File: src/design/fmd_pkg.sv
// shared types and constants for the framed message deframer
package fmd_pkg;

  // field widths
  localparam int unsigned BYTE_W   = 8;
  localparam int unsigned SENDER_W = 5;
  localparam int unsigned LEN_W    = 3;
  localparam int unsigned CNT_W    = 4;
  localparam int unsigned IN_TDATA_W  = 8;
  localparam int unsigned OUT_TDATA_W = 16;

  // bits per byte, the saturation point of the bit counter
  localparam logic [CNT_W-1:0] BITS_PER_BYTE = 4'd8;

  // register reset values
  localparam logic [BYTE_W-1:0] SYNC_RESET  = 8'd65;
  localparam logic [BYTE_W-1:0] START_RESET = 8'd66;
  localparam logic [BYTE_W-1:0] END_RESET   = 8'd67;

  // configuration register indexes
  localparam logic [1:0] REG_SYNC  = 2'd0;
  localparam logic [1:0] REG_START = 2'd1;
  localparam logic [1:0] REG_END   = 2'd2;
  localparam int unsigned CFG_ADDR_W = 2;

  // result kinds
  localparam logic KIND_PAYLOAD = 1'b0;
  localparam logic KIND_FRAME   = 1'b1;

  // receive phase
  typedef enum logic [2:0] {
    PH_HUNT   = 3'd0,
    PH_START  = 3'd1,
    PH_HEADER = 3'd2,
    PH_DATA   = 3'd3,
    PH_END    = 3'd4
  } phase_t;

  // framing bytes handed to the core
  typedef struct packed {
    logic [BYTE_W-1:0] sync_byte;
    logic [BYTE_W-1:0] start_byte;
    logic [BYTE_W-1:0] end_byte;
  } cfg_t;

  // one result beat
  typedef struct packed {
    logic                kind;
    logic [SENDER_W-1:0] sender_id;
    logic [BYTE_W-1:0]   data;
  } res_t;

endpackage

File: src/design/fmd_core.sv
// bit window, byte counter and framing state machine
module fmd_core (
  input  logic          clk,
  input  logic          rst_n,
  input  logic          bit_fire,
  input  logic          rx_bit,
  input  fmd_pkg::cfg_t cfg,
  output logic          res_valid,
  output fmd_pkg::res_t res
);

  logic [fmd_pkg::BYTE_W-1:0]   window_r, window_nxt;
  logic [fmd_pkg::CNT_W-1:0]    cnt_r, cnt_nxt, cnt_inc;
  fmd_pkg::phase_t              phase_r, phase_nxt;
  logic [fmd_pkg::LEN_W-1:0]    len_r, len_nxt;
  logic [fmd_pkg::LEN_W-1:0]    taken_r, taken_nxt, taken_inc;
  logic [fmd_pkg::SENDER_W-1:0] sender_r, sender_nxt;

  // state registers
  always_ff @(posedge clk) begin
    if (!rst_n) begin
      window_r <= '0;
      cnt_r    <= '0;
      phase_r  <= fmd_pkg::PH_HUNT;
      len_r    <= '0;
      taken_r  <= '0;
      sender_r <= '0;
    end else begin
      window_r <= window_nxt;
      cnt_r    <= cnt_nxt;
      phase_r  <= phase_nxt;
      len_r    <= len_nxt;
      taken_r  <= taken_nxt;
      sender_r <= sender_nxt;
    end
  end

  assign cnt_inc   = (cnt_r < fmd_pkg::BITS_PER_BYTE) ? cnt_r + 4'd1 : cnt_r;
  assign taken_inc = taken_r + 3'd1;

  // next state and result for one bit
  always_comb begin
    window_nxt = window_r;
    cnt_nxt    = cnt_r;
    phase_nxt  = phase_r;
    len_nxt    = len_r;
    taken_nxt  = taken_r;
    sender_nxt = sender_r;
    res_valid  = 1'b0;
    res.kind      = fmd_pkg::KIND_PAYLOAD;
    res.data      = '0;
    res.sender_id = sender_r;
    if (bit_fire) begin
      window_nxt = {window_r[fmd_pkg::BYTE_W-2:0], rx_bit};
      cnt_nxt    = cnt_inc;
      if (cnt_inc == fmd_pkg::BITS_PER_BYTE) begin
        case (phase_r)
          fmd_pkg::PH_START: begin
            if (window_nxt == cfg.start_byte) begin
              cnt_nxt   = '0;
              phase_nxt = fmd_pkg::PH_HEADER;
            end else begin
              phase_nxt = fmd_pkg::PH_HUNT;
              taken_nxt = '0;
              len_nxt   = '0;
            end
          end
          fmd_pkg::PH_HEADER: begin
            // upper bits carry the sender, lower bits the length
            sender_nxt = window_nxt[fmd_pkg::BYTE_W-1:fmd_pkg::LEN_W];
            len_nxt    = window_nxt[fmd_pkg::LEN_W-1:0];
            taken_nxt  = '0;
            cnt_nxt    = '0;
            phase_nxt  = (window_nxt[fmd_pkg::LEN_W-1:0] == '0) ? fmd_pkg::PH_END
                                                                 : fmd_pkg::PH_DATA;
          end
          fmd_pkg::PH_DATA: begin
            res_valid = 1'b1;
            res.kind  = fmd_pkg::KIND_PAYLOAD;
            res.data  = window_nxt;
            taken_nxt = taken_inc;
            cnt_nxt   = '0;
            if (taken_inc == len_r || taken_inc == '0) begin
              phase_nxt = fmd_pkg::PH_END;
            end
          end
          fmd_pkg::PH_END: begin
            if (window_nxt == cfg.end_byte) begin
              res_valid = 1'b1;
              res.kind  = fmd_pkg::KIND_FRAME;
              cnt_nxt   = '0;
            end
            phase_nxt = fmd_pkg::PH_HUNT;
            taken_nxt = '0;
            len_nxt   = '0;
          end
          default: begin
            // hunting: compare at every bit
            if (window_nxt == cfg.sync_byte) begin
              cnt_nxt   = '0;
              phase_nxt = fmd_pkg::PH_START;
            end else begin
              phase_nxt = fmd_pkg::PH_HUNT;
            end
          end
        endcase
      end
    end
  end

  // counter saturates at one byte
  assert property (@(posedge clk) disable iff (!rst_n)
    cnt_r <= fmd_pkg::BITS_PER_BYTE)
    else $error("bit counter above byte size");

  // payload count never runs past the header length
  assert property (@(posedge clk) disable iff (!rst_n)
    taken_r <= len_r)
    else $error("payload count beyond length");

  // results only come out of the payload or end phases
  assert property (@(posedge clk) disable iff (!rst_n)
    res_valid |-> (phase_r == fmd_pkg::PH_DATA || phase_r == fmd_pkg::PH_END))
    else $error("result outside payload or end phase");

  // the bit counter is cleared after a payload beat
  assert property (@(posedge clk) disable iff (!rst_n)
    (res_valid && res.kind == fmd_pkg::KIND_PAYLOAD) |=> (cnt_r == '0))
    else $error("counter not cleared after payload beat");

endmodule

File: src/design/fmd_obuf.sv
// two-entry output register with skid stage
module fmd_obuf (
  input  logic          clk,
  input  logic          rst_n,
  input  logic          push,
  input  fmd_pkg::res_t push_res,
  output logic          push_ready,
  output logic          out_valid,
  output fmd_pkg::res_t out_res,
  input  logic          out_ready
);

  logic          out_valid_r, out_valid_nxt;
  logic          skid_valid_r, skid_valid_nxt;
  fmd_pkg::res_t out_res_r, out_res_nxt;
  fmd_pkg::res_t skid_res_r, skid_res_nxt;
  logic          pop;

  assign pop        = out_valid_r && out_ready;
  assign push_ready = !skid_valid_r;
  assign out_valid  = out_valid_r;
  assign out_res    = out_res_r;

  // control flags
  always_ff @(posedge clk) begin
    if (!rst_n) begin
      out_valid_r  <= 1'b0;
      skid_valid_r <= 1'b0;
    end else begin
      out_valid_r  <= out_valid_nxt;
      skid_valid_r <= skid_valid_nxt;
    end
  end

  // payload holds
  always_ff @(posedge clk) begin
    out_res_r  <= out_res_nxt;
    skid_res_r <= skid_res_nxt;
  end

  // fill and drain
  always_comb begin
    out_valid_nxt  = out_valid_r;
    skid_valid_nxt = skid_valid_r;
    out_res_nxt    = out_res_r;
    skid_res_nxt   = skid_res_r;
    if (skid_valid_r) begin
      if (pop) begin
        out_res_nxt    = skid_res_r;
        skid_valid_nxt = 1'b0;
      end
    end else if (push) begin
      if (!out_valid_r || pop) begin
        out_res_nxt   = push_res;
        out_valid_nxt = 1'b1;
      end else begin
        skid_res_nxt   = push_res;
        skid_valid_nxt = 1'b1;
      end
    end else if (pop) begin
      out_valid_nxt = 1'b0;
    end
  end

  // skid entry only ever sits behind a full output register
  assert property (@(posedge clk) disable iff (!rst_n)
    skid_valid_r |-> out_valid_r)
    else $error("skid entry without output entry");

  // a stalled full buffer keeps both entries
  assert property (@(posedge clk) disable iff (!rst_n)
    (skid_valid_r && !out_ready) |=> skid_valid_r)
    else $error("skid entry lost while stalled");

endmodule

File: src/design/framed_message_deframer.sv
// framed message deframer top level: config registers, core and output buffer
//
// Recovers framed messages from a serial bit stream. Each input beat on the
// in_ channel carries one received bit (in_tdata[0]), most significant first.
// The block hunts for the sync byte at every bit, then expects the start
// byte, a header (sender id in the upper 5 bits, payload length in the lower
// 3), the payload bytes and the end byte.
// Each payload byte comes out as a beat with out_tuser low; a frame closed by
// a matching end byte comes out as a beat with out_tuser high and a zero byte.
// A result goes into the output register, or into the skid entry if that is
// full. Throughput: one bit per cycle while in_tready is high; the framing
// logic is combinational between the input handshake and the output register.
// The output side has a register plus a skid entry, so in_tready stays high
// while one result waits; it drops once both entries hold a beat (a result
// arriving while out_tready is low) and rises the cycle after the receiver
// takes a beat.
// Reset (rst_n low, synchronous) clears the window, counters and phase and
// loads sync 65, start 66 and end 67. cfg_ writes take effect on the next
// cycle; the user makes them only while idle (the block does not enforce it).
module framed_message_deframer (
  input  logic                               clk,
  input  logic                               rst_n,
  input  logic                               in_tvalid,
  output logic                               in_tready,
  input  logic [fmd_pkg::IN_TDATA_W-1:0]     in_tdata,   // [0] rx_bit
  output logic                               out_tvalid,
  input  logic                               out_tready,
  output logic [fmd_pkg::OUT_TDATA_W-1:0]    out_tdata,  // [7:0] out_byte, [12:8] sender_id
  output logic                               out_tuser,  // [0] out_kind
  input  logic                               cfg_we,
  input  logic [fmd_pkg::CFG_ADDR_W-1:0]     cfg_addr,
  input  logic [fmd_pkg::BYTE_W-1:0]         cfg_wdata
);

  fmd_pkg::cfg_t cfg_r, cfg_nxt;
  logic          bit_fire;
  logic          res_valid;
  fmd_pkg::res_t res;
  fmd_pkg::res_t out_res;

  // configuration registers
  always_ff @(posedge clk) begin
    if (!rst_n) begin
      cfg_r.sync_byte  <= fmd_pkg::SYNC_RESET;
      cfg_r.start_byte <= fmd_pkg::START_RESET;
      cfg_r.end_byte   <= fmd_pkg::END_RESET;
    end else begin
      cfg_r <= cfg_nxt;
    end
  end

  always_comb begin
    cfg_nxt = cfg_r;
    if (cfg_we) begin
      case (cfg_addr)
        fmd_pkg::REG_SYNC:  cfg_nxt.sync_byte  = cfg_wdata;
        fmd_pkg::REG_START: cfg_nxt.start_byte = cfg_wdata;
        fmd_pkg::REG_END:   cfg_nxt.end_byte   = cfg_wdata;
        default:            cfg_nxt = cfg_r;
      endcase
    end
  end

  assign bit_fire = in_tvalid && in_tready;

  fmd_core u_core (
    .clk       (clk),
    .rst_n     (rst_n),
    .bit_fire  (bit_fire),
    .rx_bit    (in_tdata[0]),
    .cfg       (cfg_r),
    .res_valid (res_valid),
    .res       (res)
  );

  fmd_obuf u_obuf (
    .clk        (clk),
    .rst_n      (rst_n),
    .push       (res_valid),
    .push_res   (res),
    .push_ready (in_tready),
    .out_valid  (out_tvalid),
    .out_res    (out_res),
    .out_ready  (out_tready)
  );

  // pack the result beat
  assign out_tuser = out_res.kind;
  assign out_tdata = {3'b000, out_res.sender_id, out_res.data};

endmodule
File: config.mk
export PLATFORM = sky130hd
export DESIGN_NAME = framed_message_deframer
export DESIGN_NICKNAME = d
export VERILOG_FILES = /design/src/design/fmd_pkg.sv /design/src/design/fmd_core.sv /design/src/design/fmd_obuf.sv /design/src/design/framed_message_deframer.sv
export SDC_FILE = /design/constraint.sdc
export NUM_CORES = 1
export LEC_CHECK = 0
export BUFFER_PORTS_ARGS = -buffer_cell sky130_fd_sc_hd__buf_2
export CAP_MARGIN = 5
export CORE_MARGIN = 1
export CORE_UTILIZATION = 35
export DETAILED_ROUTE_END_ITERATION = 7
export HOLD_SLACK_MARGIN = 0.08
export MAX_ROUTING_LAYER = met4
export PLACE_DENSITY = 0.51
export SLEW_MARGIN = 0
export SYNTH_ARGS = -nofsm -noshare
export SYNTH_HDL_FRONTEND = slang
export SYNTH_SLANG_ARGS = --single-unit
export TNS_END_PERCENT = 1
File: constraint.sdc
create_clock -name clk -period 5.3 [get_ports clk]
set_input_delay 1.06 -clock clk [delete_from_list [all_inputs] [get_ports clk]]
set_output_delay 1.06 -clock clk [all_outputs]
set_load 0.005 [all_outputs]
# --- After elaboration in Yosys (flattened, before gate mapping) ---
# Index checks and enable logic that the tools add are counted.
word_totals:
  regBits: 79
  input_bits: 23
  out_inout_bits: 19
op_classes:
  order_cmp: 1
  n_addsub: 2
  n_mux: 35
  eq_ne: 15
  reduce_logical: 26
  n_bitwise: 2
ops:
  columns: ["operator", "n"]
  rows:
  - ["2-to-1 mux 14 bit", 4]
  - ["== test 8 bit", 3]
  - ["2-to-1 mux 8 bit", 3]
  - ["2-to-1 mux 4 bit", 5]
  - ["case mux 3 bit (3 select lines)", 2]
  - ["AND reduction 3 bit", 5]
  - ["2-to-1 mux 1 bit", 14]
  - ["case mux 3 bit (4 select lines)", 1]
  - ["case mux 4 bit (3 select lines)", 1]
  - ["2-to-1 mux 3 bit", 3]
  - ["AND reduction 4 bit", 2]
  - ["== test 3 x 2 -> 1 bit (second input constant)", 2]
  - ["logical NOT 3 bit", 2]
  - ["AND reduction 2 bit", 3]
  - ["nonzero test 2 bit", 3]
  - ["nonzero test 3 bit", 2]
  - ["adder 4 x 1 -> 4 bit (second input constant)", 1]
  - ["== test 4 bit (second input constant)", 1]
  - ["less-than comparator 4 bit (second input constant)", 1]
  - ["inequality test 2 x 1 -> 1 bit (second input constant)", 2]
  - ["inequality test 2 bit (second input constant)", 2]
  - ["OR reduction 2 bit", 2]
  - ["adder 3 x 1 -> 3 bit (second input constant)", 1]
  - ["== test 3 x 1 -> 1 bit (second input constant)", 1]
  - ["other kinds (11)", 15]

# --- Logic depth before layout (Yosys ltp) ---
# Gate-level depths: netlist (run 1).
logic_depth:
  ltp_word: 8
  mapped_depth: 7
  mapped_depth_nobuf: 7

# --- Modules after synthesis ---
# Synthesis (run 1) repeated with hierarchy kept, for this count alone.
unflattened:
  hier_cells: 334
  hier_area_um2: 3689.8
by_module_without_submodules:
  columns: ["mod", "area_per_inst_um2", "n_inst", "cells_per_inst"]
  rows:
  - ["fmd_core", 1555.2, 1, 180]
  - ["fmd_obuf", 1168.6, 1, 58]
  - ["framed_message_deframer", 965.9, 1, 96]

# --- Least setup slack after synthesis (run 1) ---
# OpenSTA, ideal clock, no wires.
synth_path:
  kind: "input -> register"
  start: "input in_tdata[0] (netlist name)"
  end: "register u_obuf.out_res_r (netlist bit u_obuf.out_res[0]) (enable)"
  path_buffers: 1
  setup_slack_ns: 2.033
  setup_time_ns: 0.390
  cell_stages: 6
  required_ns: 4.910
  arrival_time_ns: 2.878
  cell_sequence: "buf_1 xor2_1 nor4_1 nand2_1 or3_4 a21oi_1"
synth_via:
  elab_chain_cells: 7
synth_rtl:
  columns: ["element", "line_no", "rtl"]
  rows:
  - ["from (decl)", "framed_message_deframer.sv:25", "input logic [fmd_pkg::IN_TDATA_W-1:0] in_tdata,"]
  - ["== test 8 bit", "fmd_core.sv:88", "if (window_nxt == cfg.end_byte) begin"]
  - ["2-to-1 mux 1 bit", "fmd_core.sv:88", null]
  - ["case mux 1 bit (2 select lines)", "fmd_core.sv:57", "case (phase_r)"]
  - ["2-to-1 mux 1 bit", "fmd_core.sv:56", "if (cnt_inc == fmd_pkg::BITS_PER_BYTE) begin"]
  - ["2-to-1 mux 1 bit", "fmd_core.sv:53", "if (bit_fire) begin"]
  - ["nonzero test 2 bit (no line)", null, null]
  - ["AND reduction 3 bit (no line)", null, null]
  - ["to (signal assigned)", "fmd_obuf.sv:37", "out_res_r <= out_res_nxt;"]
  - ["to (decl)", "fmd_obuf.sv:15", "fmd_pkg::res_t out_res_r, out_res_nxt;"]
# No other way between the ends.
# A chain may end at the register's enable or synchronous reset.

# --- Final worst setup path (run 1) ---
layout_path:
  start: "register u_obuf.skid_valid_r"
  end: "register u_obuf.skid_res_r[4] (netlist name) (enable)"
layout_via:
  elab_chain_cells: 4
  elab_cells_between_ends: 5
  cone_classes: "1 x mux; 1 x bitwise; 3 x reduce/logical"
layout_rtl:
  columns: ["element", "line_no", "rtl"]
  rows:
  - ["from (decl)", "fmd_obuf.sv:14", "logic skid_valid_r, skid_valid_nxt;"]
  - ["from (signal assigned)", "fmd_obuf.sv:31", "skid_valid_r <= skid_valid_nxt;"]
  - ["logical NOT 1 bit", "fmd_obuf.sv:20", "assign push_ready = !skid_valid_r;"]
  - ["logical AND 1 bit", "framed_message_deframer.sv:64", "assign bit_fire = in_tvalid && in_tready;"]
  - ["2-to-1 mux 1 bit", "fmd_core.sv:53", null]
  - ["AND reduction 3 bit (no line) (*)", null, null]
  - ["to (signal assigned)", "fmd_obuf.sv:38", "skid_res_r <= skid_res_nxt;"]
  - ["to (decl)", "fmd_obuf.sv:16", "fmd_pkg::res_t skid_res_r, skid_res_nxt;"]
# Every way passes the cells marked *; elsewhere a longest branch is shown, timed or not.

==> impl_metrics.ini, run 1 <==
[outcome]
outcome = completed

[clock_tree]
clock-sinks = 79
htree_num_levels = 3
cts_tree = yes
cts.clk_slew.worst_paths_ns = 0.09
cts_inserted_buffers = 9
postCtsResizedCells = 0
post_cts_buffers = 0
clockBufferDepth = 2
holdBufCountCts = 0
clock_latency_ns = 0.36
clockRootBuffer = clkbuf_8

[detailed_routing]
drc = 0
first_iter_violations = 80
via_per_inst = 4.650
first_pass_iters = 4
vias = 2283
wl_um = 6600
wl_per_cell_um = 13.44
postRouteAntennaNets = 0

[critical_path]
cp-end-kind = flip-flop
rr_endpoint = u_obuf.skid_res_r[4]
cp.required_ns = 5.28
cp-endpoint = u_obuf.skid_res_r[4]
reg2reg_depth = 5
rrSetupSlack_ns = 1.86
slowest_delay_ns = 0.92
worst_setup_path_start_kind = flip-flop
crit_type = reg -> reg
cp-startpoint = u_obuf.skid_valid_r
crit_fanout = 19
reg2reg_from = u_obuf.skid_valid_r
crit_path_top_delay_cell = a2111oi_4
path_cells = inv_1 > nand2_1 > or3_1 > or3_4 > a2111oi_4
worstPathArrival_ns = 3.42

[synthesis]
yosysTopAreaCell = dfxtp_1
syn_area_um2 = 3603
synth-simple-area-share_pct = 16.87
async_flop_share_pct = 0
synth-edff-count = 28
yosysSeqAreaShare_pct = 51.67
synth_ff_type = dfxtp_1
avgSynthCellArea_um2 = 10.76
synthXorXnorAreaFrac_pct = 7.535
muxShareOfSynthArea_pct = 11.56
synthTopCellsByArea = dfxtp_1, edfxtp_1, mux2i_1, xor2_1, nor2b_1
yosys_warnings = 0
synth_common_cells = dfxtp_1, mux2i_1, nand2_1
synth_fa_ha_area_share_pct = 1.042
synth.distinct_cells = 41
synth_compound_area_share_pct = 7.708
synth_top_cell_area_share_pct = 28.33
yosysMostFrequentCell = dfxtp_1
synth_top_family_by_area = simple AND/OR/NAND/NOR gates
syn_inst = 335
synth_seq_cells = 79

[finish]
area_growth_pct = 11.46
nFillCells = 979
antenna_cells = 0
drive_gt1_share_pct = 16.48
nets = 379
fin_cells = 491

[power_and_ir_drop]
internal_power_uw = 836.1
p_sw_share_pct = 25.57
total_power_mw = 1.123
power_frac_clock_pct = 38.2
p_seq_share_pct = 56.9
combPwrFrac_pct = 4.9
powerDensity_nw_per_um2 = 279.7
irDropWorstVdd_uv = 132.4
p_switching_uw = 287.3
p_leak_nw = 1.619

[sta]
finalHoldViolCount = 0
clock_skew_ns = 0.01382
setup_violations = 0
period_share_pct = 64.89
drv_slew = 0
rsz0062_at_grt = false
tns_ns = 0
max_clock_freq_mhz = 290.8
whs_ns = 0.4673
maxSlewHeadroom_pct = 23.01
period_needed_ns = 3.439
tightest_slew_ns = 1.144

[hold_path]
holdCritPathClass = reg -> reg

[global_routing]
antenna_found_initial = 0
grt_pass1_vias = 2173
grt_max_degree = 58
overflow = 0
grt_pass1_wl_um = 11120
grt_use_total_pct = 14.39

[floorplan]
initial_core_util_pct = 36.53
num_rows = 36
die_h_um = 103.5
pin_count = 42
core_um2 = 9864
dieArea_um2 = 10710
die_w_um = 103.5

[placement]
place_hpwl_um = 4535
place_inst = 475
globalplace.congestion = 0.7719
portBuffers = 31

[flow_run]
timing.max_cap.violations = 0
==> layout by cell type, fill, tap and decap left out, types with 7 or more instances in the layout <==
cell / count
a21boi_0: 9
clkbuf_8: 9
nor2_1: 9
o21ai_0: 8
and2_1: 9
mux2i_1: 36
nor2b_1: 24
nor4_1: 7
buf_2: 31
dfxtp_1: 51
nand3_1: 7
edfxtp_1: 28
xor2_1: 28
a21o_1: 8
nand2_1: 34
==> cell type report <==
class / count / area, um2 / share of cell area (%)
Sequential cell: 79 / 1862 / 46.36
Multi-Input combinational cell: 228 / 1623 / 40.41
Timing Repair Buffer: 33 / 170.2 / 4.237
Tap cell: 133 / 166.4 / 4.143
Clock buffer: 9 / 123.9 / 3.084
Clock inverter: 7 / 63.81 / 1.589
Inverter: 2 / 7.507 / 0.1869
==> metrics by stage <==
step | instance area [um2] | setup slack [ns] | utilization, %
floorplan | 3611 | 2.033 | -
global placement | 3829 | 1.487 | 38.81
detailed placement | 3829 | 1.468 | 38.81
CTS | 4016 | 1.782 | 40.72
global route | 4016 | 1.612 | 40.72
finish | 4016 | 1.861 | 40.72
==> flip-flops by register name (all words and copies together), names as in the netlist <==
signal	count
u_obuf.out_valid	1
u_core.phase_r	3
u_core.window_r	7
cfg_r	24
u_core.len_r	3
u_core.cnt_r	4
u_core.sender_r	5
u_obuf.skid_res_r	14
u_obuf.skid_valid_r	1
u_obuf.out_res	14
u_core.taken_r	3
==> worst min-delay path by stage <==
| stage | startpoint | to | slack (ns) | cells after the start |
|---|---|---|---|---|
| global route | u_core.taken_r[1] | u_core.taken_r[1] | 0.49 | 2 |
| finish | u_core.taken_r[2] | u_core.taken_r[2] | 0.47 | 2 |
| global placement | u_core.sender_r[0] | u_obuf.skid_res_r[8] | 0.45 | 0 |
| floorplan | u_core.sender_r[2] | u_obuf.skid_res_r[10] | 0.43 | 0 |
| detailed placement | u_core.sender_r[0] | u_obuf.skid_res_r[8] | 0.45 | 0 |
| CTS | u_core.taken_r[2] | u_core.taken_r[2] | 0.47 | 2 |
==> cell families after synthesis <==
| kind of cell | after synthesis |
|---|---|
| muxes | 41 |
| and+or+nand+nor | 112 |
| AOI/OAI and AO/OA | 38 |
| buffers and inverters | 30 |
| xor gates and xnor gates | 31 |
| DFF | 79 |
| adders and majority gates | 3 |
| other | 1 |
==> power groups by stage <==
stage / clock (mW) / combinational, mW / sequential, mW
CTS: 0.446 / 0.0558 / 0.640
global route: 0.466 / 0.0616 / 0.641
floorplan: 0 / 0.0421 / 0.650
global placement: 0 / 0.0546 / 0.653
detailed placement: 0 / 0.0557 / 0.654
finish: 0.429 / 0.0551 / 0.639
==> routing by layer <==
layer	up-vias	track usage [%]	routed length, um
met5	-	-	0
met3	12	2.823	187
met4	0	7.151	139
met2	41	20.99	2913
li1	1191	-	-
met1	1039	19.01	3360
==> worst max-delay path: cells and delay by family, from the launching register on <==
family / cells / cell delay (ns)
buffers and inverters: 1 / 0.21
flip-flops: 1 / 0.56
AO/OA/AOI/OAI: 1 / 0.92
AND/OR/NAND/NOR: 3 / 1.37
No activity file was read; power rests on OpenSTA's default activity.
==> run 2: changes to the inputs <==
clock period = 3.25 ns   (was 5.3 ns; I/O delays follow)
==> run 2 against run 1 <==
Register-to-register slack got worse by 1.5 ns; cell area increased by 1.7%; routed wire length increased by 5.1%; maximum frequency increased by 21%; via count increased by 3.5%; sequential power increased by 63%; global-route usage increased by 0.25 points; sequential cell count unchanged; clock-buffer cell count unchanged; worst setup slack got worse by 1.5 ns; clock skew increased by 0.0020 ns; critical path type unchanged; largest cell class unchanged.
==> impl_metrics.ini, run 2 (synthesis gave the netlist of run 1 again) <==
[clock_tree]
htree_num_levels = 3
cts_inserted_buffers = 9
clockRootBuffer = clkbuf_8
clock-sinks = 79
postCtsResizedCells = 0
clock_latency_ns = 0.35
post_cts_buffers = 0
cts_tree = yes
cts.clk_slew.worst_paths_ns = 0.08
clockBufferDepth = 2
holdBufCountCts = 0

[critical_path]
crit_fanout = 14
worstPathArrival_ns = 2.89
crit_type = reg -> reg
worst_setup_path_start_kind = flip-flop
cp.required_ns = 3.30
cp-end-kind = flip-flop

[hold_path]
holdCritPathClass = reg -> reg

[floorplan]
pin_count = 42
num_rows = 36
initial_core_util_pct = 36.53
core_um2 = 9864
die_w_um = 103.5
dieArea_um2 = 10710
die_h_um = 103.5

[detailed_routing]
first_iter_violations = 103
wl_met3_um = 156
postRouteAntennaNets = 0
wl_per_cell_um = 13.93
via_per_inst = 4.747
vias = 2364
first_pass_iters = 5
wl_met2_um = 3105
top_layer = met4
wl_um = 6939
drc = 0
m1WireLength_um = 3577

[finish]
fin_cells = 498
nets = 386
final_common_cell = dfxtp_1
drive_gt1_share_pct = 18.08
final_cell_mix = dfxtp_1, mux2i_1, nand2_1, buf_2
final_util_pct = 41.39
stdcell_area_um2 = 4083
largest_register = cfg_r
largest_reg_flops = 24
antenna_cells = 0
area_growth_pct = 13.30

[sta]
max_clock_freq_mhz = 351.7
clock_skew_ns = 0.01579
worst_slack_ns = 0.4066
tns_ns = 0
rsz0062_at_grt = false
period_needed_ns = 2.843
maxSlewHeadroom_pct = 47.98
setup_violations = 0
period_share_pct = 87.49
whs_ns = 0.4619
drv_slew = 0
finalHoldViolCount = 0
tightest_slew_ns = 0.7732

[power_and_ir_drop]
p_leak_nw = 1.665
powerDensity_nw_per_um2 = 461.8
total_power_mw = 1.885
irDropWorstVdd_uv = 210.0

[placement]
portBuffers = 31
globalplace.congestion = 0.7648
place_inst = 482
place_area_um2 = 3881
place_hpwl_um = 4772
place_ws_ns = 0.4067

[global_routing]
grt_use_total_pct = 14.64
overflow = 0
grt_pass1_wl_um = 11380
grt_max_degree = 47
antenna_found_initial = 0
grt_pass1_vias = 2196

[flow_run]
timing.max_cap.violations = 0

[outcome]
outcome = completed
-- run 2: critical path, cell delays in order, from the launching register on --
cell and delay, ns:
dfxtp_1 0.35, ha_1 0.32, o32a_1 0.38, or3_1 0.40, or3_4 0.44, a2111oi_4 0.37, buf_4 0.28
-- run 2: where the power goes --
group	switching (mW)	total (mW)	internal, mW
sequential	0.0131	1.04	1.03
clock	0.387	0.750	0.363
combinational	0.0512	0.0932	0.0421
total	0.451	1.89	1.43
-- run 2: cell type report --
cell class                      count  area, um2
Clock buffer                        9      123.9
Clock inverter                      7      77.57
Fill cell                         977       5782
Inverter                            2      7.507
Multi-Input combinational cell    228       1623
Sequential cell                    79       1862
Tap cell                          133      166.4
Timing Repair Buffer               40      222.7
-- run 2: path summary, 6_finish.rpt --
check	startpoint	to	slack [ns]	depth (start not counted)
setup / recovery	u_core.cnt_r[0]	u_obuf.skid_res_r[9]	0.41	6
hold / removal	u_core.taken_r[1]	u_core.taken_r[1]	0.46	2
setup reg to reg	u_core.cnt_r[0]	u_obuf.skid_res_r[9]	0.41	6
hold reg to reg	u_core.taken_r[1]	u_core.taken_r[1]	0.46	2
-- run 2: routing by layer --
metal | track usage [%] | vias up
met3 | 3.427 | 9
met4 | 4.875 | 0
met5 | - | -
met2 | 22.11 | 35
li1 | - | 1208
met1 | 19.29 | 1112
==> run 3: changes to the inputs <==
CTS_BUF_LIST = sky130_fd_sc_hd__clkbuf_4   (was unset)
==> run 3 against run 2 <==
Cell area down 1.4%; register-to-register slack about the same; critical path depth unchanged.
==> impl_metrics.ini, run 3 (synthesis gave the netlist of run 1 again) <==
[finish]
area_growth_pct = 11.74
nFillCells = 989
stdcell_area_um2 = 4026
fin_cells = 498
final_common_cell = dfxtp_1
drive_gt1_share_pct = 18.08
largest_reg_flops = 24
final_cell_mix = dfxtp_1, mux2i_1, nand2_1, buf_2
antenna_cells = 0
largest_register = cfg_r
nets = 386

[detailed_routing]
postRouteAntennaNets = 0
via_per_inst = 4.741
drc = 0
wl_per_cell_um = 13.97
vias = 2361
first_iter_violations = 97
first_pass_iters = 5
m1WireLength_um = 3566
top_layer = met4
wl_um = 6955
wl_met2_um = 3127
wl_met3_um = 190

[critical_path]
path_cells = ha_1 > o32a_1 > or3_1 > or3_4 > a2111oi_4 > buf_4
cp-startpoint = u_core.cnt_r[0]
cp-end-kind = flip-flop
crit_type = reg -> reg
worstPathArrival_ns = 2.98
cp.required_ns = 3.39
critical_path_depth = 6
rrSetupSlack_ns = 0.41
crit_path_top_delay_cell = or3_4
cp-endpoint = u_obuf.skid_res_r[9]
worst_setup_path_start_kind = flip-flop
crit_buf_inv = 1
reg2reg_depth = 6
crit_fanout = 14
worst_path_dominant_cell_family = simple AND/OR/NAND/NOR gates
slowest_delay_ns = 0.44
reg2reg_from = u_core.cnt_r[0]
rr_endpoint = u_obuf.skid_res_r[9]

[placement]
place_area_um2 = 3881
place_inst = 482
place_ws_ns = 0.4067
portBuffers = 31
globalplace.congestion = 0.7648
place_hpwl_um = 4772

[sta]
clock_skew_ns = 0.02633
finalHoldViolCount = 0
period_share_pct = 87.48
period_needed_ns = 2.843
max_clock_freq_mhz = 351.7
tns_ns = 0
rsz0062_at_grt = false
worst_slack_ns = 0.4068
tightest_slew_ns = 0.7629
maxSlewHeadroom_pct = 48.67
setup_violations = 0
drv_slew = 0

[clock_tree]
clock-sinks = 79
cts.clk_slew.worst_paths_ns = 0.13
cts_inserted_buffers = 9
post_cts_buffers = 0
clockRootBuffer = clkbuf_4
clockBufferDepth = 2
cts_tree = yes
clock_latency_ns = 0.43
postCtsResizedCells = 0
htree_num_levels = 3
holdBufCountCts = 0

[hold_path]
holdCritPathClass = reg -> reg

[floorplan]
num_rows = 36
pin_count = 42
die_h_um = 103.5
dieArea_um2 = 10710
initial_core_util_pct = 36.53
die_w_um = 103.5
core_um2 = 9864

[global_routing]
grt_pass1_wl_um = 11420
grt_max_degree = 47
antenna_found_initial = 0
grt_use_total_pct = 14.74
grt_pass1_vias = 2183
overflow = 0

[power_and_ir_drop]
irDropWorstVdd_uv = 219.2
p_leak_nw = 1.642
powerDensity_nw_per_um2 = 434.4
total_power_mw = 1.749

[flow_run]
timing.max_cap.violations = 0

[outcome]
outcome = completed
-- run 3: cell counts in the layout (fill, tap and decap cells not counted) --
No cell type changed its count.
-- run 3: layer usage --
layer | vias to the layer above | track usage (%)
met2 | 38 | 22.11
met1 | 1110 | 19.33
met5 | - | -
met3 | 7 | 3.831
li1 | 1206 | -
met4 | 0 | 4.875
-- run 3: area by class of cell --
type                            instances  area, um2  share of cell area [%]
Multi-Input combinational cell        228       1623                   40.30
Tap cell                              133      166.4                   4.133
Clock inverter                          7      77.57                   1.927
Timing Repair Buffer                   40      222.7                   5.531
Inverter                                2      7.507                  0.1865
Sequential cell                        79       1862                   46.24
Clock buffer                            9      67.56                   1.678
-- run 3: power breakdown --
part           internal, mW  switching (mW)
clock                 0.243           0.370
combinational        0.0420          0.0510
sequential             1.03          0.0132
total                  1.31           0.434
-- run 3: worst min-delay path by stage --
stage                             startpoint               endpoint  slack [ns]  cells after the start
after floorplan           u_core.sender_r[2]  u_obuf.skid_res_r[10]        0.43                      0
after global placement     u_core.taken_r[1]      u_core.taken_r[1]        0.45                      2
after detailed placement   u_core.taken_r[1]      u_core.taken_r[1]        0.45                      2
after CTS                       cfg_wdata[6]               cfg_r[6]        0.45                      3
after global routing            cfg_wdata[6]               cfg_r[6]        0.45                      3
final                      u_core.taken_r[1]      u_core.taken_r[1]        0.47                      2
-- run 3: worst min-delay path, stage by stage, from the launching register on --
cell and delay [ns]:
dfxtp_1 0.33, nand2_1 0.05, mux2i_1 0.05
-- run 3: stage by stage --
step                      utilization [%]  hold WS (ns)
after floorplan                         -        0.4260
after global placement              39.35        0.4502
after detailed placement            39.35        0.4516
after CTS                           40.82        0.4490
after global routing                40.82        0.4477
final                               40.82        0.4684
